===== src/rtl/bemd_pkg.sv =====
// Package for the bitmap edge mask dilation block.
// Field widths, register indexes, request codes, default sizes and the
// controller/datapath command and status structs. No dependencies.
`default_nettype none

package bemd_pkg;

  // Input and result field widths
  localparam int REQ_W  = 1;
  localparam int ROW_W  = 6;
  localparam int COL_W  = 3;
  localparam int PIX_W  = 8;
  localparam int MASK_W = 8;
  localparam int XK_W   = COL_W + 3;   // pixel column of one bit of a byte

  // Request codes
  localparam logic [REQ_W-1:0] REQ_LOAD = 1'b0;
  localparam logic [REQ_W-1:0] REQ_READ = 1'b1;

  // Configuration port
  localparam int CFG_IDX_W  = 2;
  localparam int CFG_DATA_W = 7;
  localparam int IMG_DIM_W  = 7;
  localparam int EDGE_W     = 4;
  localparam int EDGE_FIELD_MAX = 15;

  localparam logic [CFG_IDX_W-1:0] CFG_IMAGE_WIDTH  = 2'd0;
  localparam logic [CFG_IDX_W-1:0] CFG_IMAGE_HEIGHT = 2'd1;
  localparam logic [CFG_IDX_W-1:0] CFG_EDGE_WIDTH   = 2'd2;

  localparam logic [IMG_DIM_W-1:0] IMAGE_WIDTH_RST  = 7'd64;
  localparam logic [IMG_DIM_W-1:0] IMAGE_HEIGHT_RST = 7'd64;
  localparam logic [EDGE_W-1:0]    EDGE_WIDTH_RST   = 4'd1;

  // Default sizes of the row store and window
  localparam int MAX_WIDTH_DEF  = 64;
  localparam int MAX_HEIGHT_DEF = 64;
  localparam int MAX_EDGE_DEF   = 15;

  // Controller -> datapath
  typedef struct packed {
    logic start;     // input beat accepted: latch item, write on load
    logic init;      // set up pointers and counters for a read scan
    logic row_rd;    // issue one row read of the window
    logic col_step;  // fold one column offset into the mask
    logic out_load;  // move finished mask into the output register
  } dp_cmd_t;

  // Datapath -> controller
  typedef struct packed {
    logic in_is_read;  // offered input beat is a read
    logic in_image;    // latched read lies inside the image
    logic row_last;    // current row read is the last of the window
    logic col_last;    // current column step is the last one
  } dp_sts_t;

endpackage

`default_nettype wire


===== src/rtl/bemd_in_if.sv =====
// Input channel of the bitmap edge mask dilation block: valid/ready and
// one request beat. Depends on bemd_pkg for field widths.
`default_nettype none

interface bemd_in_if;
  logic                        valid;
  logic                        ready;
  logic [bemd_pkg::REQ_W-1:0]  req_type;
  logic [bemd_pkg::ROW_W-1:0]  row;
  logic [bemd_pkg::COL_W-1:0]  col_byte;
  logic [bemd_pkg::PIX_W-1:0]  pixel_byte;

  modport source (output valid, output req_type, output row, output col_byte,
                  output pixel_byte, input ready);
  modport sink   (input valid, input req_type, input row, input col_byte,
                  input pixel_byte, output ready);
endinterface

`default_nettype wire


===== src/rtl/bemd_out_if.sv =====
// Result channel of the bitmap edge mask dilation block: valid/ready and
// one mask byte beat. Depends on bemd_pkg for field widths.
`default_nettype none

interface bemd_out_if;
  logic                        valid;
  logic                        ready;
  logic [bemd_pkg::MASK_W-1:0] mask_byte;

  modport source (output valid, output mask_byte, input ready);
  modport sink   (input valid, input mask_byte, output ready);
endinterface

`default_nettype wire


===== src/rtl/bemd_ram.sv =====
// Generic simple dual-port RAM: one write port, one read port with
// registered read data. No dependencies.
`default_nettype none

module bemd_ram #(
  parameter int WIDTH = 8,
  parameter int DEPTH = 64
) (
  input  wire logic                                         clk,
  input  wire logic                                         we,
  input  wire logic [((DEPTH > 1) ? $clog2(DEPTH) : 1)-1:0] waddr,
  input  wire logic [WIDTH-1:0]                             wdata,
  input  wire logic [((DEPTH > 1) ? $clog2(DEPTH) : 1)-1:0] raddr,
  output logic      [WIDTH-1:0]                             rdata
);
  logic [WIDTH-1:0] mem [DEPTH];

  always_ff @(posedge clk) begin
    if (we) begin
      mem[waddr] <= wdata;
    end
    rdata <= mem[raddr];
  end
endmodule

`default_nettype wire


===== src/rtl/bemd_ctrl.sv =====
// Controller of the bitmap edge mask dilation block: sequences accept,
// row scan, column scan and result hand-off. Depends on bemd_pkg.
`default_nettype none

module bemd_ctrl (
  input  wire logic              clk,
  input  wire logic              rst_n,
  input  wire logic              in_valid,
  output logic                   in_ready,
  output logic                   out_valid,
  input  wire logic              out_ready,
  input  wire bemd_pkg::dp_sts_t sts,
  output bemd_pkg::dp_cmd_t      cmd
);
  localparam logic [2:0] S_IDLE  = 3'd0;
  localparam logic [2:0] S_CHECK = 3'd1;
  localparam logic [2:0] S_ROWS  = 3'd2;
  localparam logic [2:0] S_DRAIN = 3'd3;
  localparam logic [2:0] S_COLS  = 3'd4;
  localparam logic [2:0] S_DONE  = 3'd5;

  logic [2:0] state_r, state_nxt;
  logic       out_valid_r, out_valid_nxt;
  logic       out_free;

  assign in_ready  = (state_r == S_IDLE);
  assign out_valid = out_valid_r;
  assign out_free  = !out_valid_r || out_ready;

  // Next state and commands
  always_comb begin
    state_nxt = state_r;
    cmd       = '0;
    case (state_r)
      S_IDLE: begin
        if (in_valid) begin
          cmd.start = 1'b1;
          if (sts.in_is_read) state_nxt = S_CHECK;
        end
      end
      S_CHECK: begin
        if (sts.in_image) begin
          cmd.init  = 1'b1;
          state_nxt = S_ROWS;
        end else begin
          state_nxt = S_DONE;
        end
      end
      S_ROWS: begin
        cmd.row_rd = 1'b1;
        if (sts.row_last) state_nxt = S_DRAIN;
      end
      // last row data returns from the store this cycle
      S_DRAIN: state_nxt = S_COLS;
      S_COLS: begin
        cmd.col_step = 1'b1;
        if (sts.col_last) state_nxt = S_DONE;
      end
      S_DONE: begin
        if (out_free) begin
          cmd.out_load = 1'b1;
          state_nxt    = S_IDLE;
        end
      end
      default: state_nxt = S_IDLE;
    endcase
  end

  // Output beat holds until taken
  always_comb begin
    out_valid_nxt = out_valid_r;
    if (cmd.out_load) out_valid_nxt = 1'b1;
    else if (out_ready) out_valid_nxt = 1'b0;
  end

  always_ff @(posedge clk) begin
    if (!rst_n) begin
      state_r     <= S_IDLE;
      out_valid_r <= 1'b0;
    end else begin
      state_r     <= state_nxt;
      out_valid_r <= out_valid_nxt;
    end
  end
endmodule

`default_nettype wire


===== src/rtl/bemd_dp.sv =====
// Datapath of the bitmap edge mask dilation block: configuration registers,
// byte-lane row store, row and column scan pointers and mask accumulation.
// Depends on bemd_pkg and bemd_ram.
`default_nettype none

module bemd_dp #(
  parameter int MAX_WIDTH  = bemd_pkg::MAX_WIDTH_DEF,
  parameter int MAX_HEIGHT = bemd_pkg::MAX_HEIGHT_DEF,
  parameter int MAX_EDGE   = bemd_pkg::MAX_EDGE_DEF
) (
  input  wire logic                              clk,
  input  wire logic                              rst_n,
  input  wire bemd_pkg::dp_cmd_t                 cmd,
  output bemd_pkg::dp_sts_t                      sts,
  input  wire logic [bemd_pkg::REQ_W-1:0]        in_req_type,
  input  wire logic [bemd_pkg::ROW_W-1:0]        in_row,
  input  wire logic [bemd_pkg::COL_W-1:0]        in_col_byte,
  input  wire logic [bemd_pkg::PIX_W-1:0]        in_pixel_byte,
  input  wire logic                              cfg_we,
  input  wire logic [bemd_pkg::CFG_IDX_W-1:0]    cfg_index,
  input  wire logic [bemd_pkg::CFG_DATA_W-1:0]   cfg_wdata,
  output logic      [bemd_pkg::MASK_W-1:0]       out_mask_byte
);
  localparam int ROW_BYTES = (MAX_WIDTH + 7) / 8;
  localparam int RWID      = ROW_BYTES * 8;
  localparam int XW        = $clog2(MAX_WIDTH);
  localparam int WW        = $clog2(MAX_WIDTH + 1);
  localparam int YW        = (MAX_HEIGHT > 1) ? $clog2(MAX_HEIGHT) : 1;
  localparam int HW        = $clog2(MAX_HEIGHT + 1);
  localparam int LW        = (ROW_BYTES > 1) ? $clog2(ROW_BYTES) : 1;
  localparam int EMAX      = (MAX_EDGE < bemd_pkg::EDGE_FIELD_MAX) ?
                             MAX_EDGE : bemd_pkg::EDGE_FIELD_MAX;
  localparam int EW        = (EMAX > 0) ? $clog2(EMAX + 1) : 1;
  localparam int SPAN_MAX  = 2 * EMAX + 1;
  localparam int SW        = $clog2(SPAN_MAX + 1);
  localparam int CW0       = (SW > WW) ? SW : WW;
  localparam int CW        = (CW0 > HW) ? CW0 : HW;
  localparam int CX        = CW + 1;
  localparam int NB        = bemd_pkg::MASK_W;

  // Configuration registers
  logic [bemd_pkg::IMG_DIM_W-1:0] cfg_w_r, cfg_h_r;
  logic [bemd_pkg::EDGE_W-1:0]    cfg_e_r;

  // Latched item
  logic [bemd_pkg::REQ_W-1:0] req_r;
  logic [bemd_pkg::ROW_W-1:0] row_r;
  logic [bemd_pkg::COL_W-1:0] col_r;

  // Scan state
  logic [YW-1:0]     rptr_r, rd_addr_r;
  logic [CW-1:0]     rcnt_r, ccnt_r;
  logic              rd_pend_r;
  logic [MAX_WIDTH-1:0] colz_r;
  logic [NB-1:0]     pad_r, acc_r, out_r;
  logic [XW-1:0]     cptr_r [NB];

  // Effective (clamped) sizes
  logic [WW-1:0] w_eff;
  logic [HW-1:0] h_eff;
  logic [EW-1:0] e_eff;
  logic [SW-1:0] span;
  logic          full_row, full_col;
  logic [CW-1:0] n_row, n_col;
  logic [WW:0]   w_p7;
  logic [WW:0]   nbytes;
  logic          in_image;

  // Store access
  logic          lane_we_base;
  logic [NB-1:0] lane_q [ROW_BYTES];
  logic [RWID-1:0] row_word;
  logic [YW-1:0] ram_waddr;

  // Per-bit column values
  logic [bemd_pkg::XK_W-1:0] xk [NB];
  logic [NB-1:0]             x_in;
  logic [XW-1:0]             cstart [NB];
  logic [XW-1:0]             cnext [NB];
  logic [YW-1:0]             rstart, rnext;
  logic [NB-1:0]             mask;

  always_comb begin
    if (cfg_w_r == '0) w_eff = WW'(1);
    else if (32'(cfg_w_r) > MAX_WIDTH) w_eff = WW'(MAX_WIDTH);
    else w_eff = WW'(cfg_w_r);
    if (cfg_h_r == '0) h_eff = HW'(1);
    else if (32'(cfg_h_r) > MAX_HEIGHT) h_eff = HW'(MAX_HEIGHT);
    else h_eff = HW'(cfg_h_r);
    if (32'(cfg_e_r) > EMAX) e_eff = EW'(EMAX);
    else e_eff = EW'(cfg_e_r);
  end

  // Window span, and whether it covers the whole torus in each direction
  assign span     = SW'({e_eff, 1'b1});
  assign full_row = CW'(span) >= CW'(h_eff);
  assign full_col = CW'(span) >= CW'(w_eff);
  assign n_row    = full_row ? CW'(h_eff) : CW'(span);
  assign n_col    = full_col ? CW'(w_eff) : CW'(span);
  assign w_p7     = (WW+1)'(w_eff) + (WW+1)'(7);
  assign nbytes   = w_p7 >> 3;
  assign in_image = (32'(row_r) < 32'(h_eff)) && (32'(col_r) < 32'(nbytes));

  // Row start: (row - e) mod h, one correction since span < h there
  always_comb begin
    logic [CX-1:0] r_e, e_e, h_e;
    r_e = CX'(row_r);
    e_e = CX'(e_eff);
    h_e = CX'(h_eff);
    if (full_row) rstart = '0;
    else if (r_e >= e_e) rstart = YW'(r_e - e_e);
    else rstart = YW'(r_e + h_e - e_e);
  end

  // Next row pointer, wrapping at the image height
  always_comb begin
    logic [HW-1:0] rinc;
    rinc  = HW'(rptr_r) + HW'(1);
    rnext = (rinc == h_eff) ? '0 : YW'(rinc);
  end

  // Per-bit column positions, start points and next pointers
  always_comb begin
    logic [CX-1:0] x_e, e_e, w_e;
    logic [WW-1:0] cinc;
    e_e = CX'(e_eff);
    w_e = CX'(w_eff);
    for (int k = 0; k < NB; k++) begin
      xk[k]   = {col_r, 3'(k)};
      x_in[k] = 32'(xk[k]) < 32'(w_eff);
      x_e     = CX'(xk[k]);
      if (full_col) cstart[k] = '0;
      else if (x_e >= e_e) cstart[k] = XW'(x_e - e_e);
      else cstart[k] = XW'(x_e + w_e - e_e);
      cinc     = WW'(cptr_r[k]) + WW'(1);
      cnext[k] = (cinc == w_eff) ? '0 : XW'(cinc);
    end
  end

  // Final mask: window result inside the image, stored bits as padding
  always_comb begin
    for (int k = 0; k < NB; k++) begin
      if (x_in[k]) mask[k] = acc_r[k];
      else if (32'(xk[k]) < MAX_WIDTH) mask[k] = pad_r[k];
      else mask[k] = 1'b0;
    end
  end

  // Row store: one RAM per byte lane so a whole row is read as one word
  assign lane_we_base = cmd.start && (in_req_type == bemd_pkg::REQ_LOAD) &&
                        (32'(in_row) < MAX_HEIGHT) &&
                        (32'(in_col_byte) < ROW_BYTES);
  assign ram_waddr    = YW'(in_row);

  for (genvar l = 0; l < ROW_BYTES; l++) begin : g_lane
    bemd_ram #(
      .WIDTH (NB),
      .DEPTH (MAX_HEIGHT)
    ) u_ram (
      .clk   (clk),
      .we    (lane_we_base && (LW'(in_col_byte) == LW'(l))),
      .waddr (ram_waddr),
      .wdata (in_pixel_byte),
      .raddr (rptr_r),
      .rdata (lane_q[l])
    );
    assign row_word[l*8 +: 8] = lane_q[l];
  end

  // Status
  assign sts.in_is_read = (in_req_type == bemd_pkg::REQ_READ);
  assign sts.in_image   = in_image;
  assign sts.row_last   = (rcnt_r == CW'(1));
  assign sts.col_last   = (ccnt_r == CW'(1));
  assign out_mask_byte  = out_r;

  // Control registers: configuration and read-pending flag
  always_ff @(posedge clk) begin
    if (!rst_n) begin
      cfg_w_r   <= bemd_pkg::IMAGE_WIDTH_RST;
      cfg_h_r   <= bemd_pkg::IMAGE_HEIGHT_RST;
      cfg_e_r   <= bemd_pkg::EDGE_WIDTH_RST;
      rd_pend_r <= 1'b0;
    end else begin
      if (cfg_we) begin
        case (cfg_index)
          bemd_pkg::CFG_IMAGE_WIDTH:  cfg_w_r <= cfg_wdata;
          bemd_pkg::CFG_IMAGE_HEIGHT: cfg_h_r <= cfg_wdata;
          bemd_pkg::CFG_EDGE_WIDTH:   cfg_e_r <= cfg_wdata[bemd_pkg::EDGE_W-1:0];
          default: ;
        endcase
      end
      rd_pend_r <= cmd.row_rd;
    end
  end

  // Payload and scan registers
  always_ff @(posedge clk) begin
    if (cmd.start) begin
      req_r <= in_req_type;
      row_r <= in_row;
      col_r <= in_col_byte;
    end

    if (cmd.init) begin
      rptr_r <= rstart;
      rcnt_r <= n_row;
      ccnt_r <= n_col;
      colz_r <= '0;
      acc_r  <= '0;
      for (int k = 0; k < NB; k++) cptr_r[k] <= cstart[k];
    end else begin
      // row scan: issue next read
      if (cmd.row_rd) begin
        rptr_r    <= rnext;
        rd_addr_r <= rptr_r;
        rcnt_r    <= rcnt_r - CW'(1);
      end
      // returned row: mark columns holding a zero pixel
      if (rd_pend_r) begin
        colz_r <= colz_r | ~row_word[MAX_WIDTH-1:0];
        if (rd_addr_r == YW'(row_r)) pad_r <= lane_q[LW'(col_r)];
      end
      // column scan: one offset per cycle for all eight bits
      if (cmd.col_step) begin
        ccnt_r <= ccnt_r - CW'(1);
        for (int k = 0; k < NB; k++) begin
          if (x_in[k]) acc_r[k] <= acc_r[k] | colz_r[cptr_r[k]];
          cptr_r[k] <= cnext[k];
        end
      end
    end

    if (cmd.out_load) begin
      out_r <= (in_image && (req_r == bemd_pkg::REQ_READ)) ? mask : '0;
    end
  end
endmodule

`default_nettype wire


===== src/rtl/bitmap_edge_mask_dilation.sv =====
// Cursor mask builder: dilates the zero pixels of a 1-bit bitmap over a
// square window of +/- edge_width, wrapping around the image as a torus.
// A load beat writes one packed byte into the row store. A read beat returns
// one mask byte after a scan of min(2e+1, h) rows and min(2e+1, w) column
// offsets (e, w, h the clamped edge width, image width and height): the row
// store gives one full row word per cycle, and the column pass folds one
// window offset per cycle into all eight mask bits. A read outside the image
// returns 0 without a scan. A new beat is taken while the previous result
// waits in the output register. The row store has no reset; the whole
// frame must be loaded before it is read. Configuration writes are taken
// whenever cfg_we is high and must only come while the block is idle.
`default_nettype none

module bitmap_edge_mask_dilation #(
  parameter int MAX_WIDTH  = bemd_pkg::MAX_WIDTH_DEF,
  parameter int MAX_HEIGHT = bemd_pkg::MAX_HEIGHT_DEF,
  parameter int MAX_EDGE   = bemd_pkg::MAX_EDGE_DEF
) (
  input  wire logic                            clk,
  input  wire logic                            rst_n,
  bemd_in_if.sink                              in_bus,
  bemd_out_if.source                           out_bus,
  input  wire logic                            cfg_we,
  input  wire logic [bemd_pkg::CFG_IDX_W-1:0]  cfg_index,
  input  wire logic [bemd_pkg::CFG_DATA_W-1:0] cfg_wdata
);
  bemd_pkg::dp_cmd_t cmd;
  bemd_pkg::dp_sts_t sts;
  logic              in_ready;
  logic              out_valid;
  logic [bemd_pkg::MASK_W-1:0] mask_byte;

  assign in_bus.ready      = in_ready;
  assign out_bus.valid     = out_valid;
  assign out_bus.mask_byte = mask_byte;

  bemd_ctrl u_ctrl (
    .clk       (clk),
    .rst_n     (rst_n),
    .in_valid  (in_bus.valid),
    .in_ready  (in_ready),
    .out_valid (out_valid),
    .out_ready (out_bus.ready),
    .sts       (sts),
    .cmd       (cmd)
  );

  bemd_dp #(
    .MAX_WIDTH  (MAX_WIDTH),
    .MAX_HEIGHT (MAX_HEIGHT),
    .MAX_EDGE   (MAX_EDGE)
  ) u_dp (
    .clk           (clk),
    .rst_n         (rst_n),
    .cmd           (cmd),
    .sts           (sts),
    .in_req_type   (in_bus.req_type),
    .in_row        (in_bus.row),
    .in_col_byte   (in_bus.col_byte),
    .in_pixel_byte (in_bus.pixel_byte),
    .cfg_we        (cfg_we),
    .cfg_index     (cfg_index),
    .cfg_wdata     (cfg_wdata),
    .out_mask_byte (mask_byte)
  );

  // Commands never overlap
  a_cmd_onehot: assert property (@(posedge clk) disable iff (!rst_n)
    $onehot0({cmd.start, cmd.init, cmd.row_rd, cmd.col_step, cmd.out_load}))
    else $error("controller issued overlapping datapath commands");

  // Row scan stops after its last row
  a_row_stop: assert property (@(posedge clk) disable iff (!rst_n)
    (cmd.row_rd && sts.row_last) |=> !cmd.row_rd)
    else $error("row scan ran past the window");

  // A waiting result is never overwritten
  a_no_overwrite: assert property (@(posedge clk) disable iff (!rst_n)
    cmd.out_load |-> (!out_bus.valid || out_bus.ready))
    else $error("result register loaded while holding an untaken beat");

  // A beat is only started on an input handshake
  a_start_hs: assert property (@(posedge clk) disable iff (!rst_n)
    cmd.start |-> (in_bus.valid && in_bus.ready))
    else $error("item started without an input handshake");
endmodule

`default_nettype wire


===== src/flat_wrapper.sv =====
// flat-port wrapper written by rule: the top's interface ports become plain ports
module bitmap_edge_mask_dilation_flat 
#(
  parameter int MAX_WIDTH  = bemd_pkg::MAX_WIDTH_DEF,
  parameter int MAX_HEIGHT = bemd_pkg::MAX_HEIGHT_DEF,
  parameter int MAX_EDGE   = bemd_pkg::MAX_EDGE_DEF
)
  (clk, rst_n, cfg_we, cfg_index, cfg_wdata, in_bus_valid, in_bus_req_type, in_bus_row, in_bus_col_byte, in_bus_pixel_byte, in_bus_ready, out_bus_valid, out_bus_mask_byte, out_bus_ready);
  bemd_in_if in_bus_i ();
  bemd_out_if out_bus_i ();
  input  wire logic clk;
  input  wire logic rst_n;
  input  wire logic cfg_we;
  input  wire logic [bemd_pkg::CFG_IDX_W-1:0] cfg_index;
  input  wire logic [bemd_pkg::CFG_DATA_W-1:0] cfg_wdata;
  input wire logic [$bits(in_bus_i.valid)-1:0] in_bus_valid;
  input wire logic [$bits(in_bus_i.req_type)-1:0] in_bus_req_type;
  input wire logic [$bits(in_bus_i.row)-1:0] in_bus_row;
  input wire logic [$bits(in_bus_i.col_byte)-1:0] in_bus_col_byte;
  input wire logic [$bits(in_bus_i.pixel_byte)-1:0] in_bus_pixel_byte;
  output wire logic [$bits(in_bus_i.ready)-1:0] in_bus_ready;
  output wire logic [$bits(out_bus_i.valid)-1:0] out_bus_valid;
  output wire logic [$bits(out_bus_i.mask_byte)-1:0] out_bus_mask_byte;
  input wire logic [$bits(out_bus_i.ready)-1:0] out_bus_ready;
  assign in_bus_i.valid = in_bus_valid;
  assign in_bus_i.req_type = in_bus_req_type;
  assign in_bus_i.row = in_bus_row;
  assign in_bus_i.col_byte = in_bus_col_byte;
  assign in_bus_i.pixel_byte = in_bus_pixel_byte;
  assign in_bus_ready = in_bus_i.ready;
  assign out_bus_valid = out_bus_i.valid;
  assign out_bus_mask_byte = out_bus_i.mask_byte;
  assign out_bus_i.ready = out_bus_ready;
  bitmap_edge_mask_dilation #(.MAX_WIDTH(MAX_WIDTH), .MAX_HEIGHT(MAX_HEIGHT), .MAX_EDGE(MAX_EDGE)) u_core (.clk(clk), .rst_n(rst_n), .in_bus(in_bus_i), .out_bus(out_bus_i), .cfg_we(cfg_we), .cfg_index(cfg_index), .cfg_wdata(cfg_wdata));
endmodule

===== config.mk =====
export PLATFORM = sky130hd
export DESIGN_NAME = bitmap_edge_mask_dilation_flat
export DESIGN_NICKNAME = d
export VERILOG_FILES = /design/src/rtl/bemd_pkg.sv /design/src/rtl/bemd_in_if.sv /design/src/rtl/bemd_out_if.sv /design/src/rtl/bemd_ram.sv /design/src/rtl/bemd_ctrl.sv /design/src/rtl/bemd_dp.sv /design/src/rtl/bitmap_edge_mask_dilation.sv /design/src/flat_wrapper.sv
export SDC_FILE = /design/constraint.sdc
export NUM_CORES = 2
export LEC_CHECK = 0
export BUFFER_PORTS_ARGS = -buffer_cell sky130_fd_sc_hd__buf_4
export CAP_MARGIN = 10
export CORE_MARGIN = 2
export CORE_UTILIZATION = 25
export CTS_CLUSTER_DIAMETER = 60
export DETAILED_ROUTE_END_ITERATION = 8
export PLACE_DENSITY = 0.4
export SLEW_MARGIN = 20
export SYNTH_ARGS = -nofsm -noshare
export SYNTH_HDL_FRONTEND = slang
export SYNTH_MEMORY_MAX_BITS = 65536
export SYNTH_SLANG_ARGS = --single-unit

===== constraint.sdc =====
create_clock -name clk -period 6 [get_ports clk]
set_input_delay 1.2 -clock clk [delete_from_list [all_inputs] [get_ports clk]]
set_output_delay 1.2 -clock clk [all_outputs]
set_load 0.02 [all_outputs]

# [After elaboration in Yosys (flattened, before gate mapping)]
# Memory sizes are Yosys's and may differ from the RTL's. A register that Yosys moved wholly into a read port is not among the register bits.
# Cells that the tools add are included.
[op_classes] n_addsub=39 n_bitwise=21 n_eq_ne=31 n_reduce_logical=35 mux=112 magnitude_cmp=32
[op_table] cell="6-bit 2-to-1 mux" count=37
[op_table] cell="6-bit by 4-bit subtractor with 6-bit output" count=18
[op_table] cell="7-bit 2-to-1 mux" count=10
[op_table] cell="64-bit NOT" count=1
[op_table] cell="64-bit bitwise OR" count=1
[op_table] cell="6-bit by 1-bit adder with 7-bit output (second input constant)" count=9
[op_table] cell="7-bit == test" count=9
[op_table] cell="6-bit by 7-bit < comparator with 1-bit output" count=9
[op_table] cell="6-bit by 7-bit < comparator with 1-bit output (second input constant)" count=8
[op_table] cell="6-bit adder" count=9
[op_table] cell="6-bit by 4-bit >= comparator with 1-bit output" count=9
[op_table] cell="1-bit binary-select mux with 6-bit select" count=8
[op_table] cell="1-bit 2-to-1 mux" count=47
[op_table] cell="8-bit binary-select mux with 3-bit select" count=1
[op_table] cell="2-bit AND reduction" count=12
[op_table] cell="3-bit == test (second input constant)" count=6
[op_table] cell="3-bit 2-to-1 mux" count=6
[op_table] cell="3-bit one-hot mux with 6 select lines" count=1
[op_table] cell="8-bit 2-to-1 mux" count=2
[op_table] cell="1-bit bitwise OR" count=16
[op_table] cell="7-bit by 1-bit == test with 1-bit output (second input constant)" count=2
[op_table] cell="5-bit by 7-bit >= comparator with 1-bit output" count=2
[op_table] cell="7-bit > comparator (second input constant)" count=2
[op_table] cell="7-bit logical NOT" count=2
[op_table] cell="21 further kinds" count=43
[word_totals] register_bits=147 in_bits=32 ramBits=4144 memories=9 output_inout_bits=10
[mem_list] memory="u_core.u_dp.g_lane[0].u_ram.mem" words=64 width=8 read_ports=1 rd_ports_with_merged_regs=1 write_ports=1 line="bemd_ram.sv:16" source="logic [WIDTH-1:0] mem [DEPTH];"
[mem_list] memory="u_core.u_dp.g_lane[1].u_ram.mem" words=64 width=8 read_ports=1 rd_ports_with_merged_regs=1 write_ports=1 line="bemd_ram.sv:16"
[mem_list] memory="u_core.u_dp.g_lane[2].u_ram.mem" words=64 width=8 read_ports=1 rd_ports_with_merged_regs=1 write_ports=1 line="bemd_ram.sv:16"
[mem_list] memory="u_core.u_dp.g_lane[3].u_ram.mem" words=64 width=8 read_ports=1 rd_ports_with_merged_regs=1 write_ports=1 line="bemd_ram.sv:16"
[mem_list] memory="u_core.u_dp.g_lane[4].u_ram.mem" words=64 width=8 read_ports=1 rd_ports_with_merged_regs=1 write_ports=1 line="bemd_ram.sv:16"
[mem_list] memory="u_core.u_dp.g_lane[5].u_ram.mem" words=64 width=8 read_ports=1 rd_ports_with_merged_regs=1 write_ports=1 line="bemd_ram.sv:16"
[mem_list] memory="3 more memories"

# [Logic depth before layout (Yosys ltp)]
[depth] ltp_word=11 ltp_mapped=16 mapped_depth_nobuf=14

# [Modules after synthesis]
# A second synthesis with hierarchy kept.
[unflattened] cells_unflattened=9411 hier_area_um2=179123.0
[by_module_without_submodules] mod="bemd_ram" area_per_inst_um2=20166.8 seq_area_each_um2=15534.9 n_inst=8 cells_each=940
[by_module_without_submodules] mod="bemd_dp" area_per_inst_um2=17508.0 seq_area_each_um2=4824.6 n_inst=1 cells_each=1856
[by_module_without_submodules] mod="bemd_ctrl" area_per_inst_um2=280.3 seq_area_each_um2=80.1 n_inst=1 cells_each=35

# [Worst setup path after synthesis]
# No wires, ideal clock.
[synth_timing] path_type="register -> register" from="register u_core.u_dp.cfg_w_r[1] (netlist bit)" to="register u_core.u_dp.ccnt_r[0], enable pin" n_path_buf=1 synth_period_minus_slack_ns=4.197 path_stages_with_launch=11 setup_ns=0.414 required_ns=5.586 t_arrival_ns=3.783 slack_ns=1.803 cell_sequence="dfxtp_1 o311ai_0 xnor2_1 nand2_1 ha_1 a2111oi_0 o311ai_1 a21oi_1 nand3_1 clkbuf_1 nand2_1"
[synth_between] elab_chain_cells=9 elab_cells_between_ends=10 cone_classes="add/sub: 1; order compare: 2; mux: 4; reduce/logical: 3"
[synth_rtl] element="start: declaration" line="bemd_dp.sv:42" source="logic [bemd_pkg::IMG_DIM_W-1:0] cfg_w_r, cfg_h_r;"
[synth_rtl] element="start signal: assignment" line="bemd_dp.sv:180" source="cfg_w_r <= bemd_pkg::IMAGE_WIDTH_RST;"
[synth_rtl] element="start signal: assignment" line="bemd_dp.sv:187" source="bemd_pkg::CFG_IMAGE_WIDTH: cfg_w_r <= cfg_wdata;"
[synth_rtl] element="7-bit > comparator" line="bemd_dp.sv:85" source="else if (32'(cfg_w_r) > MAX_WIDTH) w_eff = WW'(MAX_WIDTH);"
[synth_rtl] element="7-bit 2-to-1 mux" line="bemd_dp.sv:85"
[synth_rtl] element="7-bit 2-to-1 mux (*)" line="bemd_dp.sv:84" source="if (cfg_w_r == '0) w_eff = WW'(1);"
[synth_rtl] element="7-bit by 3-bit adder with 8-bit output (*)" line="bemd_dp.sv:100" source="assign w_p7 = (WW+1)'(w_eff) + (WW+1)'(7);"
[synth_rtl] element="3-bit by 5-bit < comparator with 1-bit output (*)" line="bemd_dp.sv:102" source="assign in_image = (32'(row_r) < 32'(h_eff)) && (32'(col_r) < 32'(nbytes));"
[synth_rtl] element="1-bit logical AND (*)" line="bemd_dp.sv:102"
[synth_rtl] element="1-bit 2-to-1 mux (*)" line="bemd_ctrl.sv:42" source="if (sts.in_image) begin"
[synth_rtl] element="1-bit 2-to-1 mux (*)" line="bemd_ctrl.sv:34" source="case (state_r)"
[synth_rtl] element="2-bit nonzero test (no source line) (*)"
[synth_rtl] element="end signal: assignment" line="bemd_dp.sv:208" source="ccnt_r <= n_col;"
[synth_rtl] element="end signal: assignment" line="bemd_dp.sv:226" source="ccnt_r <= ccnt_r - CW'(1);"
[synth_rtl] element="end: declaration" line="bemd_dp.sv:52" source="logic [CW-1:0] rcnt_r, ccnt_r;"
# Mark *: on every way between the ends. The rest lies on a longest branch, timed or not.
# A chain may end at the register's enable or synchronous reset.

# [Worst setup path in the final report]
[layout_timing] from="register u_core.u_dp.cfg_w_r[1] (netlist bit)" to="register u_core.u_dp.rptr_r[0] (data pin)"
[layout_between] elab_chain_cells=9 elab_cells_between_ends=10 cone_classes="add/sub: 1; order compare: 2; mux: 5; reduce/logical: 2"
[layout_rtl] element="7-bit > comparator" line="bemd_dp.sv:85"
[layout_rtl] element="7-bit 2-to-1 mux" line="bemd_dp.sv:85"
[layout_rtl] element="7-bit 2-to-1 mux (*)" line="bemd_dp.sv:84"
[layout_rtl] element="7-bit by 3-bit adder with 8-bit output (*)" line="bemd_dp.sv:100"
[layout_rtl] element="3-bit by 5-bit < comparator with 1-bit output (*)" line="bemd_dp.sv:102"
[layout_rtl] element="1-bit logical AND (*)" line="bemd_dp.sv:102"
[layout_rtl] element="1-bit 2-to-1 mux (*)" line="bemd_ctrl.sv:42"
[layout_rtl] element="1-bit 2-to-1 mux (*)" line="bemd_ctrl.sv:34"
[layout_rtl] element="6-bit 2-to-1 mux (*)" line="bemd_dp.sv:205" source="if (cmd.init) begin"
[layout_rtl] element="end signal: assignment" line="bemd_dp.sv:206" source="rptr_r <= rstart;"
[layout_rtl] element="end signal: assignment" line="bemd_dp.sv:215" source="rptr_r <= rnext;"
[layout_rtl] element="end: declaration" line="bemd_dp.sv:51" source="logic [YW-1:0] rptr_r, rd_addr_r;"
# Marked as above.

==> impl_metrics.csv <==
group,metric,value,unit
run_status,status,"complete, no violations",
place,port_buffers,41,
yosys,synth.mux.area_fraction,18.5,%
global_route,grt_pass1_wl,770000,um
job,drv_cap,0,
drt,vias_per_cell,4.74,
floorplan,fp.dieW,844,um
yosys,synth_compound_area_share,2.20,%
critical_path,rr_startpoint,"u_core.u_dp.cfg_w_r[1]",
place,dp_cells,17734,
critical_path,worstPathRequired,6.66,ns
drt,wl_per_cell,30.0,um
global_route,grt_usage,15.2,%
yosys,synth_top_family_by_area,"multiplexers",
power,leakage,63.2,nW
layout,num-fill-cells,68481,
drt,postRouteWirelength,559000,um
floorplan,io_pins,42,
yosys,yosys.area_share.simple,2.99,%
worst_hold_path,min_to,"u_core.u_dp.col_r[2]",
layout,final_layout_size_suffix_gt1_share,27.3,%
power,p_per_area,430,nW/um^2
cts,path_clk_slew,0.06,ns
critical_path,r2r_end,"u_core.u_dp.rptr_r[0]",
critical_path,worst-path-max-fanout,29,
cts,postCtsSetupBuffers,0,
sta,fin_setup_tns,0,ns
floorplan,die-area,712000,um^2
yosys,synth-edff-count,4196,
yosys,synth_xor_area_share,0.704,%
yosys,yosysSeqAreaShare,73.3,%
cts,clock-sinks,4355,
global_route,grt_antenna_before_repair,43,
sta,worst_slew_pin_slew,1.38,ns
cts,cts_htree_levels,5,
power,ir_drop,0.272,mV
drt,vias,88499,
yosys,ys.flop_type,"edfxtp_1",
yosys,yosys.cell_types.count,81,
layout,layout.nets,9048,
layout,syn2layout_area_growth,16.6,%
yosys,synth_area_per_cell,20.6,um^2
worst_hold_path,hold_depth,1,
global_route,first_global_vias,90812,
critical_path,worstSetupStartpoint,"u_core.u_dp.cfg_w_r[1]",
cts,cts_tree,"built",
yosys,synth_area,176000,um^2
critical_path,reg2reg_slack,1.14,ns
sta,setup_violations,0,
cts,ctsHoldBuffers,0,
sta,final_max_slew_viol_count,0,
drt,drc,0,
worst_hold_path,hold_path_class,"input pin to flop",
worst_hold_path,holdCritStartpoint,"in_bus_col_byte[2]",
yosys,yosys.area_share.adder,0.757,%
yosys,synth_cells,8560,
yosys,yosys_warnings,0,
global_route,grt_start_max_net_pins,148,
sta,finalCritPeriodShare,80.9,%
critical_path,crit_arrival,5.52,ns
critical_path,crit_type,"flop to flop",
place,place.gp.congestion,0.825,
yosys,syn-num-nets,8689,
sta,grt_setup_unrepaired,"false",
layout,stdcell_count,18653,
critical_path,path_buf_inv,0,
floorplan,die_h,844,um
global_route,grt_overflow_total,0,
cts,cts.path.max_buffers,4,
layout,fin_util,29.2,%
cts,cts-root-buf,"clkbuf_16",
floorplan,core,703000,um^2
critical_path,cp_common_cell,"nand2_1",
sta,fmax,0.206,GHz
critical_path,endpoint_kind,"flop",
place,post-dp-hpwl,356000,um
floorplan,initial_core_util,25.1,%
critical_path,ff2ff_path_depth,10,
drt,drtIter0Drc,9049,
cts,cts_buffers,481,
sta,layout_min_cycle_time,4.86,ns
sta,maxSlewHeadroom,8.17,%
critical_path,crit_family,"compound AO/OA/AOI/OAI gates",
critical_path,startpoint_type,"flop",
critical_path,slowest_delay,0.85,ns
sta,hold_viol,0,
sta,finClkSkew,0.0974,ns
cts,cts.repair.resized,0,
drt,drtPass1Iterations,7,
yosys,async_flop_share,0,%
floorplan,rows,308,
critical_path,worstPathCellList,"o311ai_0 > xnor2_1 > nand2_1 > ha_1 > a2111oi_0 > o311ai_1 > a21oi_1 > and3_4 > nand2_1 > o32ai_1",
yosys,ys_ff_latch,4355,
drt,ant_nets,0,
critical_path,crit_slowest_cell,"dfxtp_1",
cts,clock_latency,1.05,ns
layer usage:
| layer | wire length, um | vias up | GRT usage (%) |
|---|---|---|---|
| li1 | - | 36331 | - |
| met1 | 248000 | 48660 | 21.5 |
| met2 | 265000 | 2872 | 24.9 |
| met3 | 31900 | 634 | 2.37 |
| met4 | 13700 | 2 | 3.46 |
| met5 | 13 | - | 0 |
flip-flops by register name, indices dropped and copies added, names as in the netlist, 7 cells and up:
name                            cells
u_core.u_dp.pad_r                   8
u_core.u_dp.cfg_w_r                 7
u_core.u_dp.colz_r                 64
u_core.u_dp.ccnt_r                  7
u_core.u_dp.g_lane.u_ram.mem     4096
u_core.u_dp.cptr_r                 48
u_core.u_dp.g_lane.u_ram.rdata     64
u_core.u_dp.cfg_h_r                 7
u_core.u_dp.rcnt_r                  7
u_core.u_dp.out_mask_byte           8
u_core.u_dp.acc_r                   8
worst max path at each step:
stage                     slack, ns                    end  cells past startpoint
after floorplan                1.80  u_core.u_dp.ccnt_r[0]                     10
final                          1.14  u_core.u_dp.rptr_r[0]                     10
after detailed placement       1.19  u_core.u_dp.rptr_r[0]                     10
after global placement         0.83  u_core.u_dp.rptr_r[0]                     10
after CTS                      1.13  u_core.u_dp.rptr_r[0]                     10
after global routing           0.96  u_core.u_dp.rptr_r[0]                     10
power breakdown:
group	switching [mW]	internal [mW]
clock	12.5	16.9
combinational	12.9	9.98
sequential	2.04	34.2
layout by cell type (no fill, tap or decap), types with 21 or more instances in the layout:
cell	netlist	routed
clkbuf_16	0	487
ha_1	81	81
o32ai_1	21	21
buf_4	21	326
o22ai_1	29	29
inv_1	126	126
mux4_2	1381	1381
nand2_1	269	255
buf_12	0	68
nor2b_1	44	42
nand3_1	64	62
clkinv_2	0	93
clkinv_1	2	109
xnor2_1	83	83
nor2_1	670	663
nor3_1	30	29
a22oi_1	174	173
clkbuf_1	313	94
dfxtp_1	159	158
xor2_1	51	51
nand2b_1	21	21
nand4_1	25	25
a21o_1	25	25
a21oi_1	136	135
mux2i_1	140	140
edfxtp_1	4196	4196
o21ai_0	58	58
bufinv_16	0	42
cells in the mapped netlist (all sizes together) (25+ instances only):
| library cell | instances | area share [%] |
|---|---|---|
| xnor2 | 83 | 0.41 |
| nand2 | 269 | 0.57 |
| dfxtp | 159 | 1.8 |
| clkbuf | 315 | 0.67 |
| inv | 127 | 0.27 |
| o21ai | 59 | 0.17 |
| o22ai | 29 | 0.10 |
| nor2 | 671 | 1.4 |
| edfxtp | 4196 | 71 |
| a21oi | 136 | 0.39 |
| buf | 212 | 0.64 |
| nand3 | 64 | 0.18 |
| xor2 | 51 | 0.25 |
| a22oi | 174 | 0.74 |
| nand4 | 25 | 0.089 |
| ha | 81 | 0.57 |
| nor3 | 30 | 0.085 |
| nor2b | 44 | 0.16 |
| a21o | 25 | 0.11 |
| mux2i | 140 | 0.79 |
| mux4 | 1381 | 18 |
cell families after synthesis:
family | after synthesis
multiplexers | 1527
flip-flops | 4355
adder cells (fa/ha/maj) | 97
AO/OA/AOI/OAI | 570
buffers and inverters | 656
XOR/XNOR | 137
AND/OR/NAND/NOR | 1218
layout make-up:
class	count	area (um^2)	share of cell area [%]
Clock inverter	315	3030	1.47
Timing Repair Buffer	403	3930	1.91
Antenna cell	11	27.5	0.0134
Sequential cell	4355	129000	62.9
Tap cell	9300	11600	5.66
Inverter	129	484	0.236
Multi-Input combinational cell	3549	44500	21.7
Clock buffer	591	12700	6.17
per-stage QoR:
stage	hold slack, ns	setup WS, ns	power (mW)	area, um^2
5_1_grt	0.361	0.956	91.6	205000
3_5_place_dp	0.436	1.19	60.1	190000
3_3_place_gp	0.440	0.833	60.1	190000
6_report	0.429	1.14	88.4	205000
2_1_floorplan	0.421	1.80	49.9	176000
4_1_cts	0.312	1.13	89.6	205000
(Power assumes the default switching activity.)
